<file path="src/mcc_pkg.sv">
package mcc_pkg;

   localparam int DEF_MAX_AMOUNT = 1023;
   localparam int DEF_MAX_COINS  = 6;

   localparam int NUM_COIN_REGS = 6;
   localparam int COIN_W        = 10;
   localparam int CNT_W         = 11;
   localparam int OUT_W         = 10;
   localparam int IDX_W         = 3;
   localparam int CSR_W         = 10;

   // all-ones count marks an amount that cannot be formed
   localparam logic [CNT_W-1:0] UNREACH = '1;

   typedef logic [NUM_COIN_REGS-1:0][COIN_W-1:0] coin_arr_type;
   typedef logic [NUM_COIN_REGS-1:0][OUT_W-1:0]  tally_arr_type;

   localparam coin_arr_type     COIN_RESET      = {10'd1, 10'd1, 10'd1, 10'd3, 10'd2, 10'd1};
   localparam logic [IDX_W-1:0] NUM_COINS_RESET = 3'd3;

   typedef enum logic [IDX_W-1:0] {
      CSR_NUM_COINS = 3'd0,
      CSR_COIN_A    = 3'd1,
      CSR_COIN_B    = 3'd2,
      CSR_COIN_C    = 3'd3,
      CSR_COIN_D    = 3'd4,
      CSR_COIN_E    = 3'd5,
      CSR_COIN_F    = 3'd6
   } csr_idx_type;

   typedef enum logic [2:0] {
      OP_NONE,
      OP_LOAD,
      OP_INIT,
      OP_ISSUE,
      OP_FILL_COMMIT,
      OP_CHECK_RD,
      OP_CHECK_EVAL,
      OP_TB_COMMIT
   } op_type;

   typedef struct packed {
      op_type           op;
      logic [IDX_W-1:0] coin_sel;
   } cmd_type;

   typedef struct packed {
      logic tgt_over;
      logic tgt_zero;
      logic amt_at_target;
      logic chk_unreach;
      logic rem_zero;
   } stat_type;

   typedef enum logic [3:0] {
      ST_IDLE,
      ST_INIT,
      ST_FILL_ISSUE,
      ST_FILL_COMMIT,
      ST_CHECK_RD,
      ST_CHECK_EVAL,
      ST_TB_ISSUE,
      ST_TB_COMMIT,
      ST_DONE
   } state_type;

endpackage

</file>
<file path="src/mcc_csr.sv">
module mcc_csr
   import mcc_pkg::*;
#(
   parameter int MAX_COINS = DEF_MAX_COINS
) (
   input  logic               clock,
   input  logic               reset,
   input  logic               csr_we,
   input  logic [IDX_W-1:0]   csr_index,
   input  logic [CSR_W-1:0]   csr_wdata,
   output logic [IDX_W-1:0]   n_act,
   output coin_arr_type       coins
);

   logic [IDX_W-1:0] num_coins_ff;
   coin_arr_type     coin_ff;

   always_ff @(posedge clock) begin
      if (reset) begin
         num_coins_ff <= NUM_COINS_RESET;
         coin_ff      <= COIN_RESET;
      end else if (csr_we) begin
         priority if (csr_index == CSR_NUM_COINS) begin
            num_coins_ff <= csr_wdata[IDX_W-1:0];
         end else if (csr_index >= CSR_COIN_A && csr_index <= CSR_COIN_F) begin
            coin_ff[csr_index - CSR_COIN_A] <= csr_wdata[COIN_W-1:0];
         end else begin
            // unknown index, write dropped
         end
      end
   end

   // saturate the active count
   assign n_act = (num_coins_ff > IDX_W'(MAX_COINS)) ? IDX_W'(MAX_COINS) : num_coins_ff;
   assign coins = coin_ff;

endmodule

</file>
<file path="config.mk">
export PLATFORM = sky130hd
export DESIGN_NAME = mcc_csr
export DESIGN_NICKNAME = d
export VERILOG_FILES = /design/src/mcc_pkg.sv /design/src/mcc_csr.sv
export SDC_FILE = /design/constraint.sdc
export NUM_CORES = 1
export LEC_CHECK = 0
export BUFFER_PORTS_ARGS = -buffer_cell sky130_fd_sc_hd__buf_4
export CORE_ASPECT_RATIO = 1.75
export CORE_MARGIN = 10
export CORE_UTILIZATION = 50
export DETAILED_ROUTE_END_ITERATION = 16
export PLACE_DENSITY = 0.78
export SYNTH_ARGS = -nofsm -noshare
export SYNTH_HDL_FRONTEND = slang
export SYNTH_SLANG_ARGS = --single-unit
</file>
<file path="constraint.sdc">
create_clock -name clock -period 5.83 [get_ports clock]
set_input_delay 1.166 -clock clock [delete_from_list [all_inputs] [get_ports clock]]
set_output_delay 1.166 -clock clock [all_outputs]
set_load 0.01 [all_outputs]
</file>
==> results.py <==
metrics = {
    "sta": {
        "skew_ns": 0,
        "fmax_mhz": 316,
        "min_period_ns": 3.16,
        "rsz0062_at_grt": "false",
        "slew_viol_final": 0,
        "hold_viol": 0,
        "final.setup.tns_ns": 0,
        "post-route-period-util_pct": 54.2,
        "hold_ws_ns": 0.476,
        "finalSetupViolCount": 0,
        "slew_headroom_pct": 39.2,
        "tightest_slew_ns": 0.911,
    },
    "placed_design": {
        "gp_congestion": 0.768,
        "dp_hpwl_mm": 4.86,
        "io_buffers": 78,
        "placed_area_um2": 3170,
        "dpl.cell_count": 378,
    },
    "clock_tree": {
        "cts_sinks": 63,
        "insertion_delay_ns": 0.33,
        "cts_root_buf": "clkbuf_8",
        "cts_tree": "yes",
        "post_cts_resized": 0,
        "clockBufferDepth": 2,
        "clkTransAtPathRegs_ns": 0.07,
        "htreeDepth": 3,
        "postCtsSetupBuffers": 0,
        "numCtsBuffers": 9,
        "postCtsHoldBufs": 0,
    },
    "yosys": {
        "ys_seq_area_share_pct": 48.3,
        "syn-num-nets": 286,
        "ys_ff_latch": 63,
        "ys_types": 23,
        "synth_top_area_cell": "dfxtp_1",
        "ys_top_cells_by_area": "dfxtp_1, mux2i_1, nand2b_1",
        "synth_area_um2": 2610,
        "syn_inst": 266,
        "yosysWarnings": 0,
        "synth_area_per_cell_um2": 9.81,
        "synth_top_area_share_pct": 48.3,
    },
    "worst_setup_path": {
        "worstPathRequired_ns": 6.09,
        "worstSetupStartpoint": "csr_index[0]",
        "slowest_stage": "a32oi_1",
        "worstPathMaxFanout": 13,
        "rrSetupSlack_ns": 5.04,
        "r2r_start": "coins[6]",
        "crit_type": "primary input to flop",
        "end_kind": "flop",
        "crit_chain": "buf_4 -> ha_1 -> or3_1 -> a32oi_1 -> or4b_1 -> mux2i_1",
        "reg2reg_depth": 3,
        "start_kind": "primary input",
        "cp_data_arrival_time_ns": 3.42,
        "critPathMaxStageDelay_ns": 0.66,
        "reg2reg_to": "coins[6]",
        "cp-endpoint": "coins[34]",
    },
    "pwr": {
        "switching_share_pct": 22.7,
        "leakage_nw": 1.67,
        "p_int_w": 0.000735,
        "power_density_nw_per_um2": 280,
        "clock_power_share_pct": 45.5,
        "pwr-share-seq_pct": 46.6,
        "comb_power_share_pct": 7.9,
        "peakVddDrop_v": 0.000201,
        "power_switching_w": 0.000216,
    },
    "hold_path": {
        "holdCritPathClass": "flop to flop",
        "hp-start": "coins[52]",
    },
    "job": {
        "drv_cap": 0,
    },
    "routing": {
        "ant_nets": 0,
        "wl_mm": 6.81,
        "drt_iter0_markers": 165,
        "num_vias": 2098,
        "firstDrtPassIters": 4,
        "drc": 0,
        "wl_per_cell_um": 17.3,
        "vias_per_cell": 5.32,
    },
    "cells_and_area": {
        "fin_area_um2": 3400,
        "fillers": 408,
        "nets": 355,
        "post_route_cells_drive_above_1_share_pct": 28.2,
        "finalNonFillerCells": 394,
        "insertedDiodeCount": 0,
        "final_util_pct": 67.7,
        "syn2layout_area_growth_pct": 30.3,
    },
    "floorplan": {
        "pin_count": 79,
        "die_h_um": 116,
        "dieArea_um2": 8620,
        "die_w_um": 74.6,
        "core-area_um2": 5020,
        "rows": 34,
        "initial_core_util_pct": 52.0,
    },
    "global_route": {
        "grt-ovfl-total": 0,
        "grt_max_degree": 76,
        "antenna_found_initial": 0,
        "gr-usage-all-layers_pct": 16.0,
        "grt_pass1_vias": 2107,
        "grt_pass1_wl_mm": 10.6,
    },
    "run_status": {
        "outcome": "complete, no violations",
    },
}
[power groups by stage]
stage          Combinational [W]  Sequential, W  Clock [W]
5_1_grt                0.0000819       0.000444   0.000456
3_5_place_dp           0.0000755       0.000453          0
2_1_floorplan          0.0000399       0.000456          0
6_report               0.0000748       0.000443   0.000433
3_3_place_gp           0.0000744       0.000453          0
4_1_cts                0.0000757       0.000443   0.000438
[cell usage after synthesis]
library cell,number
clkbuf_2,1
nor2b_1,18
or3_1,4
nand2b_1,46
or4b_1,1
nand2_1,2
o21ai_0,36
nor3_1,2
a32oi_1,2
a211o_1,2
buf_2,3
buf_4,4
nand3_1,1
nor2_1,12
nand3b_1,1
nor3b_1,1
mux2i_1,43
clkbuf_1,12
inv_1,5
dfxtp_1,63
ha_1,4
a21boi_0,1
or2_2,2
[per-layer routing]
metal	GRT usage [%]	wire (um)	share of wire (%)	up-vias
met5	0	0	0	-
met4	6.22	87	1.3	0
met3	6.25	537	7.9	7
met2	28.1	3590	53	67
met1	16.6	2600	38	1003
li1	-	-	-	1021
[worst max-delay path: cells and delay by family]
kind | cells | cell delay (ns)
buffers and inverters | 1 | 0.14
AO/OA/AOI/OAI | 1 | 0.66
multiplexers | 1 | 0.25
adder cells (fa/ha/maj) | 1 | 0.19
AND/OR/NAND/NOR | 2 | 1.01
[metrics by stage]
stage / setup WS (ns) / total power, W
3_3_place_gp: 2.42 / 0.000527
4_1_cts: 2.67 / 0.000957
6_report: 2.67 / 0.000951
2_1_floorplan: 3.19 / 0.000496
5_1_grt: 2.53 / 0.000982
3_5_place_dp: 2.33 / 0.000528
[layout by cell type (no fill, tap or decap)]
cell	netlist	routed
a211o_1	2	2
a21boi_0	1	1
a32oi_1	2	2
buf_4	4	78
bufinv_16	0	2
clkbuf_8	0	11
clkinv_2	0	1
clkinvlp_4	0	2
dfxtp_1	63	63
ha_1	4	4
inv_1	5	5
mux2i_1	43	43
nand2_1	2	2
nand2b_1	46	46
nand3_1	1	1
nand3b_1	1	1
nor2_1	12	12
nor2b_1	18	18
nor3_1	2	2
nor3b_1	1	1
o21ai_0	36	36
or2_2	2	2
or3_1	4	4
or4b_1	1	1
[flip-flops by register name, indices dropped and copies added, names as in the netlist]
register and count:
coins 60, num_coins_ff 3
[cell type report]
cell class                 count  area [um^2]  share of cell area (%)
clock buffer                  11          151                    4.46
clock inverter                 5         80.1                    2.36
inverter                       5         18.8                   0.552
multi-input combinational    178         1230                    36.3
sequential                    63         1260                    37.1
tap                           54         67.6                    1.99
timing repair buffer          78          586                    17.2
[worst min path at each step]
stage               cells after the start  slack (ns)         endpoint
floorplan                               1        0.43  num_coins_ff[0]
CTS                                     2        0.48        coins[52]
finish                                  2        0.48        coins[52]
global route                            2        0.50        coins[59]
detailed placement                      2        0.47        coins[58]
global placement                        2        0.46        coins[51]
[cells by family after synthesis]
family / after synthesis / share of synthesized area, %
adder cells (fa/ha/maj): 4 / 1.92
AND/OR/NAND/NOR: 90 / 20.3
AO/OA/AOI/OAI: 41 / 8.54
multiplexers: 43 / 16.5
flip-flops: 63 / 48.3
buffers and inverters: 25 / 4.36
(Power assumes the default switching activity.)
