$ cat src/mcc_pkg.sv
package mcc_pkg;

   localparam int DEF_MAX_AMOUNT = 1023;
   localparam int DEF_MAX_COINS  = 6;

   localparam int NUM_COIN_REGS = 6;
   localparam int COIN_W        = 10;
   localparam int CNT_W         = 11;
   localparam int OUT_W         = 10;
   localparam int IDX_W         = 3;
   localparam int CSR_W         = 10;

   // all-ones count marks an amount that cannot be formed
   localparam logic [CNT_W-1:0] UNREACH = '1;

   typedef logic [NUM_COIN_REGS-1:0][COIN_W-1:0] coin_arr_type;
   typedef logic [NUM_COIN_REGS-1:0][OUT_W-1:0]  tally_arr_type;

   localparam coin_arr_type     COIN_RESET      = {10'd1, 10'd1, 10'd1, 10'd3, 10'd2, 10'd1};
   localparam logic [IDX_W-1:0] NUM_COINS_RESET = 3'd3;

   typedef enum logic [IDX_W-1:0] {
      CSR_NUM_COINS = 3'd0,
      CSR_COIN_A    = 3'd1,
      CSR_COIN_B    = 3'd2,
      CSR_COIN_C    = 3'd3,
      CSR_COIN_D    = 3'd4,
      CSR_COIN_E    = 3'd5,
      CSR_COIN_F    = 3'd6
   } csr_idx_type;

   typedef enum logic [2:0] {
      OP_NONE,
      OP_LOAD,
      OP_INIT,
      OP_ISSUE,
      OP_FILL_COMMIT,
      OP_CHECK_RD,
      OP_CHECK_EVAL,
      OP_TB_COMMIT
   } op_type;

   typedef struct packed {
      op_type           op;
      logic [IDX_W-1:0] coin_sel;
   } cmd_type;

   typedef struct packed {
      logic tgt_over;
      logic tgt_zero;
      logic amt_at_target;
      logic chk_unreach;
      logic rem_zero;
   } stat_type;

   typedef enum logic [3:0] {
      ST_IDLE,
      ST_INIT,
      ST_FILL_ISSUE,
      ST_FILL_COMMIT,
      ST_CHECK_RD,
      ST_CHECK_EVAL,
      ST_TB_ISSUE,
      ST_TB_COMMIT,
      ST_DONE
   } state_type;

endpackage

$ cat src/mcc_ctrl.sv
module mcc_ctrl
   import mcc_pkg::*;
#(
   parameter int MAX_COINS = DEF_MAX_COINS
) (
   input  logic     clock,
   input  logic     reset,
   input  logic     start,
   input  stat_type stat,
   output cmd_type  cmd,
   output logic     busy,
   output logic     rsp_valid
);

   localparam logic [IDX_W-1:0] LAST_COIN = IDX_W'(MAX_COINS - 1);

   state_type        state_ff, state_in;
   logic [IDX_W-1:0] coin_ff, coin_in;

   always_ff @(posedge clock) begin
      if (reset) begin
         state_ff <= ST_IDLE;
         coin_ff  <= '0;
      end else begin
         state_ff <= state_in;
         coin_ff  <= coin_in;
      end
   end

   always_comb begin
      state_in     = state_ff;
      coin_in      = coin_ff;
      cmd.op       = OP_NONE;
      cmd.coin_sel = coin_ff;
      unique case (state_ff)
         ST_IDLE: begin
            coin_in = '0;
            if (start) begin
               cmd.op   = OP_LOAD;
               state_in = ST_INIT;
            end
         end
         ST_INIT: begin
            cmd.op = OP_INIT;
            priority if (stat.tgt_over) state_in = ST_DONE;
            else if (stat.tgt_zero)     state_in = ST_CHECK_RD;
            else                        state_in = ST_FILL_ISSUE;
         end
         ST_FILL_ISSUE: begin
            cmd.op = OP_ISSUE;
            if (coin_ff == LAST_COIN) begin
               coin_in  = '0;
               state_in = ST_FILL_COMMIT;
            end else begin
               coin_in = coin_ff + 1'b1;
            end
         end
         ST_FILL_COMMIT: begin
            cmd.op   = OP_FILL_COMMIT;
            state_in = stat.amt_at_target ? ST_CHECK_RD : ST_FILL_ISSUE;
         end
         ST_CHECK_RD: begin
            cmd.op   = OP_CHECK_RD;
            state_in = ST_CHECK_EVAL;
         end
         ST_CHECK_EVAL: begin
            cmd.op   = OP_CHECK_EVAL;
            state_in = (stat.chk_unreach || stat.tgt_zero) ? ST_DONE : ST_TB_ISSUE;
         end
         ST_TB_ISSUE: begin
            cmd.op = OP_ISSUE;
            if (coin_ff == LAST_COIN) begin
               coin_in  = '0;
               state_in = ST_TB_COMMIT;
            end else begin
               coin_in = coin_ff + 1'b1;
            end
         end
         ST_TB_COMMIT: begin
            cmd.op   = OP_TB_COMMIT;
            state_in = stat.rem_zero ? ST_DONE : ST_TB_ISSUE;
         end
         ST_DONE: begin
            state_in = ST_IDLE;
         end
         default: begin
            state_in = ST_IDLE;
         end
      endcase
   end

   assign busy      = (state_ff != ST_IDLE);
   assign rsp_valid = (state_ff == ST_DONE);

endmodule

$ cat config.mk
export PLATFORM = sky130hd
export DESIGN_NAME = mcc_ctrl
export DESIGN_NICKNAME = d
export VERILOG_FILES = /design/src/mcc_pkg.sv /design/src/mcc_ctrl.sv
export SDC_FILE = /design/constraint.sdc
export NUM_CORES = 1
export LEC_CHECK = 0
export BUFFER_PORTS_ARGS = -buffer_cell sky130_fd_sc_hd__buf_2
export CELL_PAD_IN_SITES_DETAIL_PLACEMENT = 1
export CELL_PAD_IN_SITES_GLOBAL_PLACEMENT = 1
export CORE_UTILIZATION = 35
export DETAILED_ROUTE_END_ITERATION = 8
export GPL_TIMING_DRIVEN = 0
export PLACE_DENSITY_LB_ADDON = 0.1
export SLEW_MARGIN = 20
export SYNTH_ARGS = -nofsm -noshare
export SYNTH_HDL_FRONTEND = slang
export SYNTH_SLANG_ARGS = --single-unit
$ cat constraint.sdc
create_clock -name clock -period 1.95 [get_ports clock]
set_input_delay 0.39 -clock clock [delete_from_list [all_inputs] [get_ports clock]]
set_output_delay 0.39 -clock clock [all_outputs]
set_load 0.01 [all_outputs]
==> results of run 1 <==
==> power breakdown <==
group	leakage, nW	internal [mW]	total, mW	switching (mW)
Sequential	0.0568	0.148	0.153	0.00476
Combinational	0.176	0.0400	0.0889	0.0489
Clock	0.0177	0.0752	0.134	0.0593
Total	0.251	0.264	0.377	0.113
==> synthesized netlist by cell type, types with 2 or more instances <==
cell	count	share of area [%]
nand4_1	2	2.6
inv_1	2	1.6
nand4b_1	2	3.7
o41ai_1	2	3.7
nor2b_1	2	2.6
nand2_1	7	5.6
nand3b_1	2	3.2
nor2_1	8	6.3
nor4bb_1	2	4.2
nor3_1	2	2.1
a21oi_1	5	5.3
dfxtp_1	7	30
clkbuf_1	2	1.6
o21ai_0	2	2.1
a31oi_1	3	4.0
==> layer usage <==
layer / vias up / global-route usage [%] / routed length (um)
li1: 269 / - / -
met1: 240 / 23.9 / 587
met2: 11 / 31.3 / 596
met3: 4 / 8.67 / 65
met4: 0 / 15.5 / 35
met5: - / 0 / 0
==> cells in the final DEF (no fill, tap or decap), types with 3 or more instances in the layout <==
| cell | n |
|---|---|
| a31oi_1 | 3 |
| clkbuf_4 | 3 |
| dfxtp_1 | 7 |
| nand2_1 | 7 |
| a21oi_1 | 5 |
| nor2_1 | 8 |
| buf_2 | 16 |
==> logic make-up (layout without fill, tap and decap cells) <==
group,Yosys count,in the layout,synth area share (%)
buffers and inverters,7,26,8.20
AO/OA/AOI/OAI,16,16,21.7
flip-flops,7,7,29.6
AND/OR/NAND/NOR,32,32,40.5
==> path summary, 6_finish.rpt <==
| kind | end | slack, ns | depth (start not counted) |
|---|---|---|---|
| hold reg to reg | coin_ff[2]$_SDFFE_PP0P_ | 0.51 | 2 |
| setup reg to reg | coin_ff[2]$_SDFFE_PP0P_ | 0.69 | 4 |
| hold / removal | coin_ff[0]$_SDFFE_PP0P_ | 0.39 | 2 |
| setup / recovery | busy | 0.13 | 3 |
==> area by class of cell <==
cell class,count,area [sq um]
Fill cell,171,592
Multi-Input combinational cell,48,294
Sequential cell,7,140
Timing Repair Buffer,15,75.1
Buffer,5,32.5
Clock buffer,3,22.5
Tap cell,14,17.5
Inverter,2,7.51
Clock inverter,1,5.00
==> flip-flops by register name, indices dropped and copies added, names as in the netlist <==
name      cells
state_ff      4
coin_ff       3
==> repair_timing <==
action	in CTS	in global routing
endpoints found under the setup margin	0	2
gates resized for setup	0	2
buffers inserted	0	0
==> results.cfg, run 1 <==
[timing]
skew_ns = 0.00272
whs_ns = 0.390
fmax_mhz = 548
hold_viol = 0
setup_tns_ns = 0
final.min_clock_period_ns = 1.82
post-route-period-util_pct = 93.5
setup_viol_count_final = 0
drv_slew = 0
worst_slack_ns = 0.127
rsz0062_at_grt = no
worst_pin_slew_ns = 0.383
relSlewSlack_pct = 74.5

[detailed_routing]
routed_via_density = 5.52
wirelength_um = 1290
post_drt_wl_per_cell_um = 13.5
via_count = 524
dr.pass1.iters = 4
drt_iter0_drc = 3
drtAntennaViolNets = 0
drc = 0

[finish]
final_area_sq_um = 594
layout-drive-gt1-share_pct = 29.6
syn2layout_area_growth_pct = 25.7
utilization_pct = 50.1
n_antenna_cell = 0
finalNetCount = 90
final_cells = 95

[critical_path]
critPathMaxStageDelay_ns = 0.47
critical-path-top-delay-family = simple AND/OR/NAND/NOR gates
crit_arrival_ns = 1.43
crit_path_start = state_ff[1]$_SDFFE_PP0P_
cp_common_cell = buf_2
end_kind = primary output
crit_buf_inv = 2
cp_slowest_cell = or4_1
path_class = reg -> out
cp-start-kind = register
worstPathCellList = buf_2, or4_1, buf_2
required_ns = 1.56
r2r_start = state_ff[1]$_SDFFE_PP0P_
cp_max_fo = 10

[clocking]
cts_max_level = 1
cts_root_buf = clkbuf_4
cts_hold_buf = 0
clk_latency_ns = 0.26
numCtsBuffers = 3
clock-sinks = 7
cts_buffer_depth = 2
clk_pin_slew_ns = 0.05
tritoncts = built

[floorplan]
ios = 16
die_area_sq_um = 1500
start_util_pct = 39.9
coreArea_sq_um = 1190
num_rows = 12
die_w_um = 38.8
die_y_um = 38.8

[job]
cap_violations = 0

[yosys]
ys_ff_latch = 7
ys.flop_type = dfxtp_1
ys_types = 27
syn_area_per_cell_sq_um = 7.63
syn-num-nets = 70
synth_edf_count = 0
yosys_warnings = 0
syn_area_sq_um = 473
synth-async-reset-ratio_pct = 0
synthCells = 62
synth-seq-area-share_pct = 29.6

[global_route]
grt_pass1_wl_um = 2010
antenna_found_initial = 0
grt-ovfl-total = 0
grtUsageTotal_pct = 21.1
grt_max_degree = 11
grt_pass1_vias = 447

[outcome]
outcome = finished clean

[power_and_ir_drop]
cellPowerDensity_nw_per_um2 = 634
p_leak_nw = 0.251
peakVddDrop_mv = 0.306
total_power_mw = 0.377

[place]
place.gp.congestion = 0.719
dp_hpwl_um = 964
placed_area_sq_um = 566
dp_worst_setup_slack_ns = 0.328
dp_cells = 91
port_buffers = 15

[hold_path]
hold_path_class = in -> reg
hold_start = reset
Note: power is estimated with default switching activity, not from simulation.
==> run 2: changes to the inputs <==
--- a/config.mk
+++ b/config.mk
@@ -8,10 +8,11 @@
 export BUFFER_PORTS_ARGS = -buffer_cell sky130_fd_sc_hd__buf_2
 export CELL_PAD_IN_SITES_DETAIL_PLACEMENT = 1
 export CELL_PAD_IN_SITES_GLOBAL_PLACEMENT = 1
+export CORE_MARGIN = 1
 export CORE_UTILIZATION = 35
 export DETAILED_ROUTE_END_ITERATION = 8
 export GPL_TIMING_DRIVEN = 0
-export PLACE_DENSITY_LB_ADDON = 0.1
+export PLACE_DENSITY = 0.77
 export SLEW_MARGIN = 20
 export SYNTH_ARGS = -nofsm -noshare
 export SYNTH_HDL_FRONTEND = slang
==> results.cfg, run 2 (synthesized netlist as in run 1, its figures left out) <==
[place]
place.gp.congestion = 0.781
dp_cells = 91
port_buffers = 15
placed_area_sq_um = 566
dp_worst_setup_slack_ns = 0.330
dp_hpwl_um = 941

[clocking]
clk_latency_ns = 0.25
cts_setup_buffers = 0
numCtsBuffers = 3
clk_pin_slew_ns = 0.06
cts_resized = 0
cts_root_buf = clkbuf_4
cts_hold_buf = 0
cts_buffer_depth = 2
clock-sinks = 7
tritoncts = built
cts_max_level = 1

[power_and_ir_drop]
p_sw_mw = 0.111
p_leak_nw = 0.244
cellPowerDensity_nw_per_um2 = 640
clkPwrFrac_pct = 36.0
seqPwrFrac_pct = 40.7
total_power_mw = 0.376
p_sw_share_pct = 29.4
intPower_mw = 0.266
p_comb_share_pct = 23.3
peakVddDrop_mv = 0.348

[finish]
top_register = state_ff
layout_commonest_cell = buf_2
reg.largest.list = state_ff (4), coin_ff (3)
utilization_pct = 49.6
n_antenna_cell = 0
layout_common_cells = buf_2 (16), nor2_1 (8), nand2_1 (7), dfxtp_1 (7), a21oi_1 (5)
syn2layout_area_growth_pct = 24.3
largest_reg_flops = 4
final_cells = 94
final_area_sq_um = 588
finalNetCount = 89
fill_cells = 160
layout-drive-gt1-share_pct = 27.5

[critical_path]
crit_arrival_ns = 1.44
worstPathCellList = buf_2, or4_1, buf_2
critical-path-top-delay-family = simple AND/OR/NAND/NOR gates
cp-start-kind = register
crit_buf_inv = 2
cp_max_fo = 10
end_kind = primary output
path_class = reg -> out
required_ns = 1.56
cp_slowest_cell = or4_1
critPathMaxStageDelay_ns = 0.48
cp_common_cell = buf_2

[outcome]
outcome = finished clean

[detailed_routing]
drt_iter0_drc = 14
dr.pass1.iters = 6
drtAntennaViolNets = 0
wirelength_um = 1290
routed_via_density = 5.56
drc = 0
post_drt_wl_per_cell_um = 13.7
via_count = 523

[timing]
worst_pin_slew_ns = 0.395
hold_viol = 0
relSlewSlack_pct = 73.7
setup_tns_ns = 0
rsz0062_at_grt = no
worst_slack_ns = 0.117
final.min_clock_period_ns = 1.83
post-route-period-util_pct = 94.0
drv_slew = 0
skew_ns = 0.000757
fmax_mhz = 546
whs_ns = 0.404
setup_viol_count_final = 0

[global_route]
grtUsageTotal_pct = 19.6
antenna_found_initial = 0
grt_max_degree = 11
grt_pass1_vias = 463
grt_pass1_wl_um = 2030
grt-ovfl-total = 0

[floorplan]
die_area_sq_um = 1500
start_util_pct = 39.9
die_w_um = 38.8
coreArea_sq_um = 1190
ios = 16
die_y_um = 38.8
num_rows = 12

[hold_path]
hold_path_class = in -> reg

[job]
cap_violations = 0
[run 2: cell type report]
cell class              count  area (sq um)  share of cell area, %
multi-input cells          48           294                   50.0
flip-flops and latches      7           140                   23.8
repair buffers             15          75.1                   12.8
plain buffers               4          27.5                   4.68
clock buffers               4          26.3                   4.47
well taps                  14          17.5                   2.98
inverters                   2          7.51                   1.28
[run 2: path summary, 6_finish.rpt]
kind,slack (ns),depth (start not counted),endpoint,start
max reg2reg,0.68,4,state_ff[2]$_SDFFE_PP0P_,state_ff[2]$_SDFFE_PP0P_
max,0.12,3,busy,state_ff[1]$_SDFFE_PP0P_
min reg2reg,0.51,2,coin_ff[2]$_SDFFE_PP0P_,coin_ff[2]$_SDFFE_PP0P_
min,0.40,2,coin_ff[1]$_SDFFE_PP0P_,reset
[run 2: worst register-to-register path: stages, from the launching register on]
cell and delay, ns:
dfxtp_1 0.33, buf_4 0.17, nor4b_2 0.39, nand3b_1 0.13, a31oi_1 0.17
[run 2: layer usage]
metal	vias up	routed length (um)	track usage, %
met1	235	654	25.1
met5	-	0	0
met4	0	0	10.3
li1	269	-	-
met2	19	591	32.1
met3	0	44	1.73
[run 2: power groups by stage]
stage	sequential (mW)	combinational (mW)	clock [mW]
2_1_floorplan	0.155	0.0572	0
3_3_place_gp	0.156	0.0876	0
3_5_place_dp	0.156	0.0890	0
4_1_cts	0.153	0.0897	0.138
5_1_grt	0.154	0.0985	0.148
6_report	0.153	0.0879	0.135
==> run 3: changes to the inputs <==
--- a/config.mk
+++ b/config.mk
@@ -10,9 +10,11 @@
 export CELL_PAD_IN_SITES_GLOBAL_PLACEMENT = 1
 export CORE_MARGIN = 1
 export CORE_UTILIZATION = 35
+export CTS_CLUSTER_DIAMETER = 50
 export DETAILED_ROUTE_END_ITERATION = 8
 export GPL_TIMING_DRIVEN = 0
 export PLACE_DENSITY = 0.77
+export SETUP_SLACK_MARGIN = 0.5
 export SLEW_MARGIN = 20
 export SYNTH_ARGS = -nofsm -noshare
 export SYNTH_HDL_FRONTEND = slang
==> results.cfg, run 3 (synthesized netlist as in run 1, its figures left out) <==
[outcome]
outcome = finished clean

[global_route]
grt-ovfl-total = 0
antenna_found_initial = 0
grt_pass1_vias = 541
grtUsageTotal_pct = 22.0
grt_pass1_wl_um = 2300
grt_max_degree = 11

[critical_path]
cp_max_fo = 10
r2r_start = state_ff[1]$_SDFFE_PP0P_
rrSetupSlack_ns = 0.40
rr_worst_depth = 6
critPathMaxStageDelay_ns = 0.42
crit_buf_inv = 2
required_ns = 1.56
worstPathCellList = clkbuf_8, or4_1, buf_2
cp_slowest_cell = or4_1
cp-start-kind = register
worst_r2r_endpoint = state_ff[2]$_SDFFE_PP0P_
path_class = reg -> out
critical-path-top-delay-family = simple AND/OR/NAND/NOR gates
crit_arrival_ns = 1.39
end_kind = primary output

[detailed_routing]
post_drt_wl_per_cell_um = 18.3
routed_via_density = 5.89
wirelength_um = 1950
drt_iter0_drc = 14
dr.pass1.iters = 4
drtAntennaViolNets = 0
drc = 0
via_count = 630

[clocking]
clk_latency_ns = 0.26
numCtsBuffers = 3
cts_root_buf = clkbuf_4
tritoncts = built
cts_hold_buf = 0
cts_buffer_depth = 2
clk_pin_slew_ns = 0.06
clock-sinks = 7
cts_max_level = 1

[power_and_ir_drop]
p_sw_share_pct = 31.5
intPower_mw = 0.293
p_leak_nw = 0.341
seqPwrFrac_pct = 35.7
peakVddDrop_mv = 0.424
cellPowerDensity_nw_per_um2 = 564
p_comb_share_pct = 31.7
clkPwrFrac_pct = 32.7
p_sw_mw = 0.135

[finish]
finalNetCount = 102
syn2layout_area_growth_pct = 60.6
utilization_pct = 64.0
reg.largest.list = state_ff (4), coin_ff (3)
largest_reg_flops = 4
n_antenna_cell = 0
top_register = state_ff
final_cells = 107
layout_common_cells = buf_2 (15), buf_4 (10), nor2_1 (7), nand2_1 (6), buf_6 (5)
layout-drive-gt1-share_pct = 47.3
layout_commonest_cell = buf_2

[place]
dp_hpwl_um = 993
place.gp.congestion = 0.774
dp_cells = 91
port_buffers = 15

[timing]
skew_ns = 0.0101
post-route-period-util_pct = 91.2
rsz0062_at_grt = yes
setup_tns_ns = 0
worst_pin_slew_ns = 0.385
setup_viol_count_final = 0
drv_slew = 0
final.min_clock_period_ns = 1.78
relSlewSlack_pct = 74.3
fmax_mhz = 562
hold_viol = 0

[floorplan]
ios = 16
die_area_sq_um = 1500
coreArea_sq_um = 1190
start_util_pct = 39.9
die_y_um = 38.8
num_rows = 12
die_w_um = 38.8

[hold_path]
hold_path_class = in -> reg
hold_start = reset
whs_path_depth = 2
worstHoldEndpoint = coin_ff[1]$_SDFFE_PP0P_

[job]
cap_violations = 0
-- run 3: changes by cell type in the layout (fill, tap and decap cells not counted), sizes merged --
cell and delta:
buf +13
-- run 3: how the worst max path moves through the flow --
stage,startpoint,to,slack [ns],cells after the start
floorplan,state_ff[0]$_SDFFE_PP0P_,cmd[5],0.52,4
global placement,state_ff[0]$_SDFFE_PP0P_,cmd[4],0.33,6
detailed placement,state_ff[0]$_SDFFE_PP0P_,cmd[4],0.31,6
CTS,state_ff[2]$_SDFFE_PP0P_,busy,0.22,3
global route,state_ff[3]$_SDFFE_PP0P_,busy,0.14,3
finish,state_ff[3]$_SDFFE_PP0P_,busy,0.17,3
-- run 3: repair_timing --
action / 4_1_cts / 5_1_grt
pin swaps: 2 / 4
endpoints found under the setup margin: 5 / 6
setup buffers: 8 / 4
resized for setup: 16 / 7
-- run 3: power by group through the flow --
stage / registers, mW / logic, mW / clock network [mW]
after global routing: 0.153 / 0.145 / 0.149
final: 0.153 / 0.136 / 0.140
after detailed placement: 0.156 / 0.0907 / 0
after CTS: 0.152 / 0.113 / 0.138
after floorplan: 0.155 / 0.0582 / 0
after global placement: 0.156 / 0.0879 / 0
-- run 3: through the flow --
| stage | area [sq um] | worst slack [ns] | power [mW] | hold WS (ns) |
|---|---|---|---|---|
| detailed placement | 572 | 0.306 | 0.247 | 0.505 |
| CTS | 703 | 0.218 | 0.404 | 0.392 |
| finish | 759 | 0.172 | 0.428 | 0.390 |
| global route | 759 | 0.138 | 0.447 | 0.397 |
| global placement | 572 | 0.325 | 0.244 | 0.504 |
| floorplan | 479 | 0.523 | 0.214 | 0.459 |
-- run 3: per-layer routing --
| metal | vias to the layer above | track usage [%] | wire length (um) |
|---|---|---|---|
| li1 | 289 | - | - |
| met1 | 312 | 25.8 | 852 |
| met2 | 23 | 39.6 | 968 |
| met3 | 6 | 5.20 | 91 |
| met4 | 0 | 5.17 | 41 |
| met5 | - | 0 | 0 |
-- run 3: layout make-up --
class	count	area [sq um]
well taps	14	17.5
inverters	2	7.51
repair buffers	27	173
multi-input cells	48	327
flip-flops and latches	7	146
clock buffers	4	26.3
fillers	158	427
plain buffers	5	62.6
